File: src/hw/rtl/ists_pkg.sv
// shared types and codes for the imu spi transfer scheduler
package ists_pkg;

    // event codes carried by one input beat
    typedef enum logic [1:0] {
        KIND_ACCEL_READY = 2'd0,
        KIND_GYRO_READY  = 2'd1,
        KIND_XFER_DONE   = 2'd2,
        KIND_CONSUME     = 2'd3
    } kind_t;

    // source codes for a started transfer
    typedef enum logic [1:0] {
        SRC_NONE  = 2'd0,
        SRC_GYRO  = 2'd1,
        SRC_ACCEL = 2'd2,
        SRC_TEMP  = 2'd3
    } src_t;

    // per-source flags
    typedef struct packed {
        logic updated;
        logic xfer;
        logic ready;
    } flags_t;

    // one accepted input beat
    typedef struct packed {
        kind_t kind;
        logic  link_busy;
    } event_t;

    // one result beat
    typedef struct packed {
        src_t start_source;
        logic release_gyro_select;
        logic release_accel_select;
        logic gyro_fresh;
        logic accel_fresh;
        logic temp_fresh;
    } result_t;

endpackage

File: src/hw/rtl/imu_spi_transfer_scheduler.sv
// top level of the imu spi transfer scheduler
// Each event beat (accel ready, gyro ready, transfer complete, consume) gives
// exactly one result beat. The block takes one event per clock unless it is
// stalled by out_ready. An accepted beat sits in an input register. Once the
// result register has room, the scheduling logic updates the gyro, accel and
// temperature flags and loads the result register, so the throughput is
// one beat per cycle whenever the consumer keeps out_ready high. While
// out_ready is low the block holds two beats, one in each register, and then
// drops in_ready. The enable register is written through the cfg channel,
// which is always ready; write it only while no event is in flight.
module imu_spi_transfer_scheduler (
    input  logic       clk,
    input  logic       rst_n,
    input  logic       in_valid,
    output logic       in_ready,
    input  logic [1:0] kind,
    input  logic       link_busy,
    output logic       out_valid,
    input  logic       out_ready,
    output logic [1:0] start_source,
    output logic       release_gyro_select,
    output logic       release_accel_select,
    output logic       gyro_fresh,
    output logic       accel_fresh,
    output logic       temp_fresh,
    input  logic       cfg_valid,
    output logic       cfg_ready,
    input  logic       cfg_data
);
    import ists_pkg::*;

    event_t  in_event;
    event_t  ev_data;
    logic    ev_valid;
    logic    can_load;
    logic    fire;
    result_t sched_res;
    result_t out_res;

    assign in_event.kind      = kind_t'(kind);
    assign in_event.link_busy = link_busy;
    assign cfg_ready          = 1'b1;

    // a held event is processed when the result register has room
    assign fire = ev_valid && can_load;

    ists_in_stage u_in (
        .clk      (clk),
        .rst_n    (rst_n),
        .in_valid (in_valid),
        .in_ready (in_ready),
        .in_event (in_event),
        .ev_valid (ev_valid),
        .ev_take  (fire),
        .ev_data  (ev_data)
    );

    ists_sched u_sched (
        .clk       (clk),
        .rst_n     (rst_n),
        .cfg_valid (cfg_valid),
        .cfg_data  (cfg_data),
        .fire      (fire),
        .ev        (ev_data),
        .result    (sched_res)
    );

    ists_out_stage u_out (
        .clk       (clk),
        .rst_n     (rst_n),
        .load      (fire),
        .can_load  (can_load),
        .res_in    (sched_res),
        .out_valid (out_valid),
        .out_ready (out_ready),
        .res_out   (out_res)
    );

    assign start_source         = out_res.start_source;
    assign release_gyro_select  = out_res.release_gyro_select;
    assign release_accel_select = out_res.release_accel_select;
    assign gyro_fresh           = out_res.gyro_fresh;
    assign accel_fresh          = out_res.accel_fresh;
    assign temp_fresh           = out_res.temp_fresh;

endmodule

File: src/hw/rtl/ists_in_stage.sv
// input register stage holding one accepted event beat
module ists_in_stage (
    input  logic            clk,
    input  logic            rst_n,
    input  logic            in_valid,
    output logic            in_ready,
    input  ists_pkg::event_t in_event,
    output logic            ev_valid,
    input  logic            ev_take,
    output ists_pkg::event_t ev_data
);
    import ists_pkg::*;

    logic   valid_reg;
    logic   valid_next;
    event_t data_reg;

    // free when empty or when the held beat moves on this cycle
    assign in_ready   = !valid_reg || ev_take;
    assign valid_next = (in_valid && in_ready) || (valid_reg && !ev_take);

    always_ff @(posedge clk or negedge rst_n)
    begin
        if (!rst_n)
        begin
            valid_reg <= 1'b0;
        end
        else
        begin
            valid_reg <= valid_next;
        end
    end

    // payload capture
    always_ff @(posedge clk)
    begin
        if (in_valid && in_ready)
        begin
            data_reg <= in_event;
        end
    end

    assign ev_valid = valid_reg;
    assign ev_data  = data_reg;

endmodule

File: src/hw/rtl/ists_sched.sv
// source flags, enable register and combinational scheduling logic
module ists_sched (
    input  logic              clk,
    input  logic              rst_n,
    input  logic              cfg_valid,
    input  logic              cfg_data,
    input  logic              fire,
    input  ists_pkg::event_t  ev,
    output ists_pkg::result_t result
);
    import ists_pkg::*;

    flags_t  gyro_reg, accel_reg, temp_reg;
    flags_t  gyro_next, accel_next, temp_next;
    logic    enable_reg;
    logic    try_start;
    result_t res;

    // enable register, written by the user only while idle; the block does not enforce this
    always_ff @(posedge clk or negedge rst_n)
    begin
        if (!rst_n)
        begin
            enable_reg <= 1'b0;
        end
        else if (cfg_valid)
        begin
            enable_reg <= cfg_data;
        end
    end

    // event handling and fixed-priority start
    always_comb
    begin
        gyro_next  = gyro_reg;
        accel_next = accel_reg;
        temp_next  = temp_reg;
        res        = '0;
        res.start_source = SRC_NONE;
        try_start  = 1'b0;

        case (ev.kind)
            KIND_ACCEL_READY:
            begin
                accel_next.ready = 1'b1;
                temp_next.ready  = 1'b1;
                try_start        = enable_reg;
            end
            KIND_GYRO_READY:
            begin
                gyro_next.ready = 1'b1;
                try_start       = enable_reg;
            end
            KIND_XFER_DONE:
            begin
                // finished sources become updated and release their select
                if (gyro_reg.xfer)
                begin
                    gyro_next.xfer    = 1'b0;
                    gyro_next.updated = 1'b1;
                    res.release_gyro_select = 1'b1;
                end
                if (accel_reg.xfer)
                begin
                    accel_next.xfer    = 1'b0;
                    accel_next.updated = 1'b1;
                    res.release_accel_select = 1'b1;
                end
                if (temp_reg.xfer)
                begin
                    temp_next.xfer    = 1'b0;
                    temp_next.updated = 1'b1;
                    res.release_accel_select = 1'b1;
                end
                try_start = 1'b1;
            end
            KIND_CONSUME:
            begin
                res.gyro_fresh     = gyro_reg.updated;
                res.accel_fresh    = accel_reg.updated;
                res.temp_fresh     = temp_reg.updated;
                gyro_next.updated  = 1'b0;
                accel_next.updated = 1'b0;
                temp_next.updated  = 1'b0;
            end
            default:
            begin
                try_start = 1'b0;
            end
        endcase

        // on a start attempt with the link free, a ready source starts when neither other source is in transfer
        if (try_start && !ev.link_busy)
        begin
            if (gyro_next.ready && !accel_next.xfer && !temp_next.xfer)
            begin
                gyro_next.ready  = 1'b0;
                gyro_next.xfer   = 1'b1;
                res.start_source = SRC_GYRO;
            end
            else if (accel_next.ready && !gyro_next.xfer && !temp_next.xfer)
            begin
                accel_next.ready = 1'b0;
                accel_next.xfer  = 1'b1;
                res.start_source = SRC_ACCEL;
            end
            else if (temp_next.ready && !gyro_next.xfer && !accel_next.xfer)
            begin
                temp_next.ready  = 1'b0;
                temp_next.xfer   = 1'b1;
                res.start_source = SRC_TEMP;
            end
        end
    end

    // flag state advances once per processed beat
    always_ff @(posedge clk or negedge rst_n)
    begin
        if (!rst_n)
        begin
            gyro_reg  <= '0;
            accel_reg <= '0;
            temp_reg  <= '0;
        end
        else if (fire)
        begin
            gyro_reg  <= gyro_next;
            accel_reg <= accel_next;
            temp_reg  <= temp_next;
        end
    end

    assign result = res;

endmodule

File: src/hw/rtl/ists_out_stage.sv
// result register stage toward the downstream consumer
module ists_out_stage (
    input  logic              clk,
    input  logic              rst_n,
    input  logic              load,
    output logic              can_load,
    input  ists_pkg::result_t res_in,
    output logic              out_valid,
    input  logic              out_ready,
    output ists_pkg::result_t res_out
);
    import ists_pkg::*;

    logic    valid_reg;
    logic    valid_next;
    result_t data_reg;

    // room when empty or the held beat leaves this cycle
    assign can_load   = !valid_reg || out_ready;
    assign valid_next = load || (valid_reg && !out_ready);

    always_ff @(posedge clk or negedge rst_n)
    begin
        if (!rst_n)
        begin
            valid_reg <= 1'b0;
        end
        else
        begin
            valid_reg <= valid_next;
        end
    end

    // payload capture
    always_ff @(posedge clk)
    begin
        if (load)
        begin
            data_reg <= res_in;
        end
    end

    assign out_valid = valid_reg;
    assign res_out   = data_reg;

endmodule

File: config.mk
export PLATFORM = sky130hd
export DESIGN_NAME = imu_spi_transfer_scheduler
export DESIGN_NICKNAME = d
export VERILOG_FILES = /design/src/hw/rtl/ists_pkg.sv /design/src/hw/rtl/imu_spi_transfer_scheduler.sv /design/src/hw/rtl/ists_in_stage.sv /design/src/hw/rtl/ists_sched.sv /design/src/hw/rtl/ists_out_stage.sv
export SDC_FILE = /design/constraint.sdc
export NUM_CORES = 1
export LEC_CHECK = 0
export BUFFER_PORTS_ARGS = -buffer_cell sky130_fd_sc_hd__buf_4
export CORE_MARGIN = 4
export CORE_UTILIZATION = 35
export CTS_CLUSTER_SIZE = 30
export DETAILED_ROUTE_END_ITERATION = 16
export PLACE_DENSITY = 0.61
export REMOVE_ABC_BUFFERS = 1
export SLEW_MARGIN = 20
export SYNTH_ARGS = -nofsm -noshare
export SYNTH_HDL_FRONTEND = slang
export SYNTH_SLANG_ARGS = --single-unit
File: constraint.sdc
create_clock -name clk -period 2.04 [get_ports clk]
set_clock_uncertainty 0.15 [all_clocks]
set_input_delay 0.306 -clock clk [delete_from_list [all_inputs] [get_ports clk]]
set_output_delay 0.306 -clock clk [all_outputs]
set_load 0.01 [all_outputs]
==> impl_metrics.env, run 1 <==
export IMPL_layout_commonest_cell="buf_4"
export IMPL_finalCriticalPeriod_ps=1670
export IMPL_end_kind="flip-flop"
export IMPL_fin_nets=116
export IMPL_antenna_found_initial=0
export IMPL_finalHoldViolCount=0
export IMPL_drive_gt1_share_pct=28.3
export IMPL_setup_viol=0
export IMPL_ys_seq_area_share_pct=59.5
export IMPL_grt_pass1_wl_um=3140
export IMPL_routed_via_density=5.31
export IMPL_holdPathEnd="u_in.ev_valid"
export IMPL_r2r_setup_slack_ps=370
export IMPL_drv_cap=0
export IMPL_syn_avg_cell_area_um2=12.2
export IMPL_start_kind="flip-flop"
export IMPL_cts_buffer_depth=2
export IMPL_diodes=0
export IMPL_h_tree_depth=1
export IMPL_hold_start="in_valid"
export IMPL_dieHeight_um=61.7
export IMPL_dp_hpwl_um=1360
export IMPL_drc=0
export IMPL_power_leakage_nw=0.504
export IMPL_regArea_um2=601
export IMPL_start_util_pct=36.6
export IMPL_path_class="flip-flop to flip-flop"
export IMPL_p_total_mw=1.25
export IMPL_synth_warnings=0
export IMPL_r2r_start="u_in.ev_data[2]"
export IMPL_post_route_period_util_pct=81.8
export IMPL_cp_required_ps=2090
export IMPL_yosys_cell_types_count=35
export IMPL_io_pins=19
export IMPL_rr_worst_depth=4
export IMPL_cp_max_fo=10
export IMPL_hp_class="input pin to flip-flop"
export IMPL_first_iter_violations=23
export IMPL_cts_buffers=3
export IMPL_die_x_um=61.7
export IMPL_port_buffers=17
export IMPL_place_congestion=0.845
export IMPL_fmax_mhz=599
export IMPL_min_path_cells=2
export IMPL_rows=19
export IMPL_cts_sinks=22
export IMPL_path_clk_slew_ps=110
export IMPL_cts_root_buf="clkbuf_4"
export IMPL_routed_wl_um=1880
export IMPL_grt_max_degree=14
export IMPL_grt_usage_pct=11.5
export IMPL_power_density_nw_per_um2=1010
export IMPL_synthesis_area_um2=1010
export IMPL_wl_per_cell_um=13.7
export IMPL_vias=728
export IMPL_drv_slew=0
export IMPL_irDropWorstVdd_v=0.000685
export IMPL_cts_tree="built"
export IMPL_rsz0062_at_grt="false"
export IMPL_r2r_end="u_sched.temp_reg[0]"
export IMPL_gr_total_overflow=0
export IMPL_worstPathArrival_ps=1720
export IMPL_final_cell_mix="buf_4 (20), dfrtp_1 (12), edfxtp_1 (10), a31oi_1 (7), nand2_1 (6)"
export IMPL_grt_pass1_vias=697
export IMPL_netlist_instances=83
export IMPL_nFillCells=257
export IMPL_clock_latency_ps=300
export IMPL_area_growth_pct=22.1
export IMPL_fin_setup_tns_ps=0
export IMPL_status="complete, no violations"
export IMPL_ant_nets=0
export IMPL_ys_seq_elements=22
export IMPL_die_area_um2=3810
export IMPL_largest_register_ffs=7
export IMPL_coreArea_um2=2760
export IMPL_first_pass_iters=4
export IMPL_multi_input_comb_area_um2=373
final cells by class:
class / count / share of cell area, %
Tap cell: 31 / 3.15
Sequential cell: 22 / 48.7
Clock buffer: 4 / 2.13
Timing Repair Buffer: 24 / 15.4
Multi-Input combinational cell: 55 / 30.3
Inverter: 1 / 0.305
kinds of logic (layout without fill, tap and decap cells):
group / after synthesis / after routing / synth area share, %
compound gates: 24 / 24 / 18.6
buf+inv: 6 / 29 / 3.59
flops: 22 / 22 / 59.5
mux: 1 / 1 / 1.12
other cells: 1 / 1 / 0.371
simple gates: 29 / 29 / 16.9
worst max-delay path by stage:
stage | startpoint | end
finish | u_in.ev_data[2] | u_sched.temp_reg[0]
global route | u_in.ev_data[1] | u_sched.accel_reg[1]
floorplan | u_out.out_valid | u_sched.accel_reg[0]
global placement | out_ready | u_sched.temp_reg[0]
CTS | u_in.ev_data[1] | u_sched.temp_reg[0]
detailed placement | u_in.ev_data[1] | u_sched.temp_reg[0]
routing by layer:
metal,vias up,share of wire (%),track usage (%)
met5,-,0,0
met4,0,0.75,3.64
met3,2,7.9,5.37
met2,38,48,17.8
met1,333,44,14.3
li1,355,-,-
synth_stat cells (all sizes together):
| cell type | count | area share [%] |
|---|---|---|
| a211oi | 1 | 0.74 |
| a21oi | 4 | 3.1 |
| a22oi | 2 | 2.0 |
| a31oi | 7 | 4.3 |
| a32o | 1 | 0.99 |
| and2 | 3 | 1.9 |
| and2b | 1 | 0.99 |
| and3 | 3 | 1.9 |
| buf | 4 | 2.9 |
| clkbuf | 1 | 0.37 |
| conb | 1 | 0.37 |
| dfrtp | 12 | 30 |
| edfxtp | 10 | 30 |
| inv | 1 | 0.37 |
| mux2 | 1 | 1.1 |
| nand2 | 6 | 2.2 |
| nand2b | 5 | 3.8 |
| nand3 | 3 | 2.0 |
| nand3b | 1 | 0.74 |
| nor2 | 4 | 1.5 |
| nor2b | 1 | 0.62 |
| nor3 | 1 | 0.50 |
| nor3b | 1 | 0.74 |
| o21a | 1 | 0.74 |
| o21ai | 1 | 0.87 |
| o21bai | 2 | 1.5 |
| o22a | 1 | 0.87 |
| o31ai | 2 | 1.5 |
| o32a | 2 | 2.0 |
stage by stage:
step                area [um^2]  instances  setup WS, ps  utilization [%]  hold slack [ps]
global placement           1170        129           391             42.3             6.91
CTS                        1200        134           379             43.6             8.18
detailed placement         1170        129           394             42.3             8.95
global route               1230        137           268             44.7             28.4
finish                     1230        137           372             44.7             50.6
floorplan                   977         78           375                -             -140
report_power, final:
part	leakage (nW)	switching (mW)	internal, mW
combinational	0.249	0.198	0.179
sequential	0.240	0.0961	0.576
clock	0.0150	0.125	0.0763
critical path, stage by stage (launching register included):
cell and delay (ps):
edfxtp_1 540, nand2b_1 210, a21oi_4 260, nand3_2 110, o32a_1 300
repair_timing:
action	in CTS	in global routing
resized for setup	0	0
hold endpoints to repair	12	3
setup buffers	0	0
hold buffers	1	3
Note: power is estimated with default switching activity, not from simulation.
==> inputs of run 2 (changes only) <==
ABC_AREA = 1   (was default)
clock period = 1.6 ns   (was 2.04 ns; I/O delays follow)
==> run 2 against run 1 <==
Clock-buffer cell count is 1 lower; first-iteration DRC count fell by 35%; worst hold slack worse by 31 ps; clock power increased by 31%; critical endpoint is now u_sched.enable_reg; highest routed layer unchanged; cell area grew 8.6%; global-route usage is 1.3 points higher; sequential share of layout area fell by 3.9 points; cell count rose by 30%; total power rose by 16%; non-clock buffer count up 12; register-to-register slack lost 250 ps.
==> impl_metrics.env, run 2 <==
export IMPL_status="complete, no violations"
export IMPL_synth_warnings=0
export IMPL_cts_root_buf="clkbuf_4"
export IMPL_cts_tree="built"
export IMPL_ys_seq_area_share_pct=61.5
export IMPL_grt_max_degree=13
export IMPL_setup_viol=0
export IMPL_area_growth_pct=37.0
export IMPL_cts_buffer_depth=2
export IMPL_fin_setup_tns_ps=0
export IMPL_drv_cap=0
export IMPL_synthesis_area_um2=977
export IMPL_diodes=0
export IMPL_grt_pass1_wl_um=3430
export IMPL_final_cell_mix="buf_4 (29), nand2_1 (24), inv_1 (17), dfrtp_1 (12)"
export IMPL_syn_avg_cell_area_um2=8.97
export IMPL_end_kind="flip-flop"
export IMPL_rr_worst_depth=6
export IMPL_synth_top_area_cell="dfrtp_1"
export IMPL_synthMostInstantiatedCell="nand2_1"
export IMPL_drc=0
export IMPL_rsz0062_at_grt="true"
export IMPL_path_class="input pin to flip-flop"
export IMPL_wl_per_cell_um=11.7
export IMPL_power_density_nw_per_um2=1090
export IMPL_ant_nets=0
export IMPL_hold_start="out_ready"
export IMPL_nFillCells=255
export IMPL_routed_wl_um=2080
export IMPL_dp_hpwl_um=1550
export IMPL_placedCellCount=162
export IMPL_holdPathEnd="u_out.out_valid"
export IMPL_drive_gt1_share_pct=28.4
export IMPL_power_leakage_nw=0.678
export IMPL_h_tree_depth=1
export IMPL_cp_max_fo=2
export IMPL_regArea_um2=601
export IMPL_cts_buffers=3
export IMPL_vias=855
export IMPL_multi_input_comb_area_um2=312
export IMPL_dieHeight_um=60.8
export IMPL_cp_required_ps=1660
export IMPL_r2r_start="u_in.ev_data[1]"
export IMPL_synth_area_leaders="dfrtp_1 (31%), edfxtp_1 (31%), nand2_1 (10%), inv_1 (7.3%), nor2_1 (5.0%)"
export IMPL_netlist_instances=109
export IMPL_ys_seq_elements=22
export IMPL_synth_edf_count=10
export IMPL_clock_latency_ps=310
export IMPL_yosys_most_used_dff="dfrtp_1"
export IMPL_worstPathArrival_ps=1580
export IMPL_place_ws_ps=73.5
export IMPL_start_util_pct=38.1
export IMPL_start_kind="input pin"
export IMPL_fmax_mhz=656
export IMPL_r2r_setup_slack_ps=120
export IMPL_layout_commonest_cell="buf_4"
export IMPL_min_path_cells=4
export IMPL_cts_sinks=22
export IMPL_synth_top_area_share_pct=30.7
export IMPL_hp_class="input pin to flip-flop"
export IMPL_io_pins=19
export IMPL_grt_pass1_vias=820
export IMPL_ys_top_cells_by_count="nand2_1 (26), inv_1 (19), nor2_1 (13)"
export IMPL_fin_cells=178
export IMPL_coreArea_um2=2570
export IMPL_drv_slew=0
export IMPL_place_congestion=0.948
export IMPL_routed_via_density=4.80
export IMPL_largest_register_ffs=7
export IMPL_async_reset_ff_share_pct=54.5
export IMPL_post_route_period_util_pct=95.3
export IMPL_hold_slack_ps=19.3
export IMPL_first_iter_violations=15
export IMPL_grt_usage_pct=12.8
export IMPL_die_area_um2=3700
export IMPL_antenna_found_initial=0
export IMPL_finalCriticalPeriod_ps=1520
export IMPL_fin_ws_ps=75.9
export IMPL_fin_nets=158
export IMPL_path_clk_slew_ps=120
export IMPL_port_buffers=17
export IMPL_irDropWorstVdd_v=0.000464
export IMPL_die_x_um=60.8
export IMPL_first_pass_iters=4
export IMPL_r2r_end="u_out.res_out[5]"
export IMPL_finalHoldViolCount=0
export IMPL_gr_total_overflow=0
export IMPL_rows=18
export IMPL_yosys_cell_types_count=13
[run 2: timing repair]
action,in CTS,in global routing
endpoints found under the setup margin,0,9
resized for setup,0,12
setup buffers,0,5
hold buffers,7,0
endpoints found under the hold margin,17,0
[run 2: per-stage QoR]
step / util (%) / cell area, um^2 / total power [mW]
global placement: 46.2 / 1190 / 1.15
CTS: 50.0 / 1280 / 1.43
global route: 52.1 / 1340 / 1.56
finish: 52.1 / 1340 / 1.46
detailed placement: 46.2 / 1190 / 1.15
floorplan: - / 970 / 0.992
[run 2: worst max-delay path by stage]
stage,startpoint,end,slack [ps],cells past startpoint
2_1_floorplan,u_out.out_valid,u_sched.accel_reg[2],120,7
3_3_place_gp,u_in.ev_data[1],u_sched.accel_reg[1],20,8
3_5_place_dp,u_in.ev_data[2],u_out.res_out[5],70,4
4_1_cts,u_in.ev_data[2],u_out.res_out[5],30,4
5_1_grt,u_in.ev_data[2],u_sched.accel_reg[1],-30,8
6_report,cfg_valid,u_sched.enable_reg,80,5
[run 2: cell type report]
class                           instances  share of cell area, %
Sequential cell                        22                   44.9
Multi-Input combinational cell         66                   23.3
Timing Repair Buffer                   36                   21.5
Inverter                               20                   5.61
Tap cell                               30                   2.80
Clock buffer                            3                   1.68
Clock inverter                          1                  0.280
[run 2: critical path, cell delays in order]
cell	delay (ps)
dlygate4sd3_1	530
buf_4	130
nand2_1	50
o21ai_0	70
dlygate4sd3_1	550
[run 2: report_power, final]
group          internal, mW  switching (mW)
sequential            0.704          0.0495
clock                0.0913           0.173
combinational         0.189           0.249
total                 0.985           0.471
[run 2: cell families (layout without fill, tap and decap cells)]
family	Yosys count	in the layout	synth area share, %
other cells	1	1	0.384
compound gates	19	19	11.0
flops	22	22	61.5
buf+inv	21	60	8.45
simple gates	46	46	18.7
[run 2: routing by layer]
metal | wire [um] | global-route usage, % | part of all wire [%] | up-vias
met5 | 0 | 0 | 0 | -
met2 | 1020 | 20.9 | 49 | 26
li1 | - | - | - | 424
met4 | 38 | 7.12 | 1.8 | 0
met1 | 891 | 15.7 | 43 | 399
met3 | 128 | 2.77 | 6.2 | 6
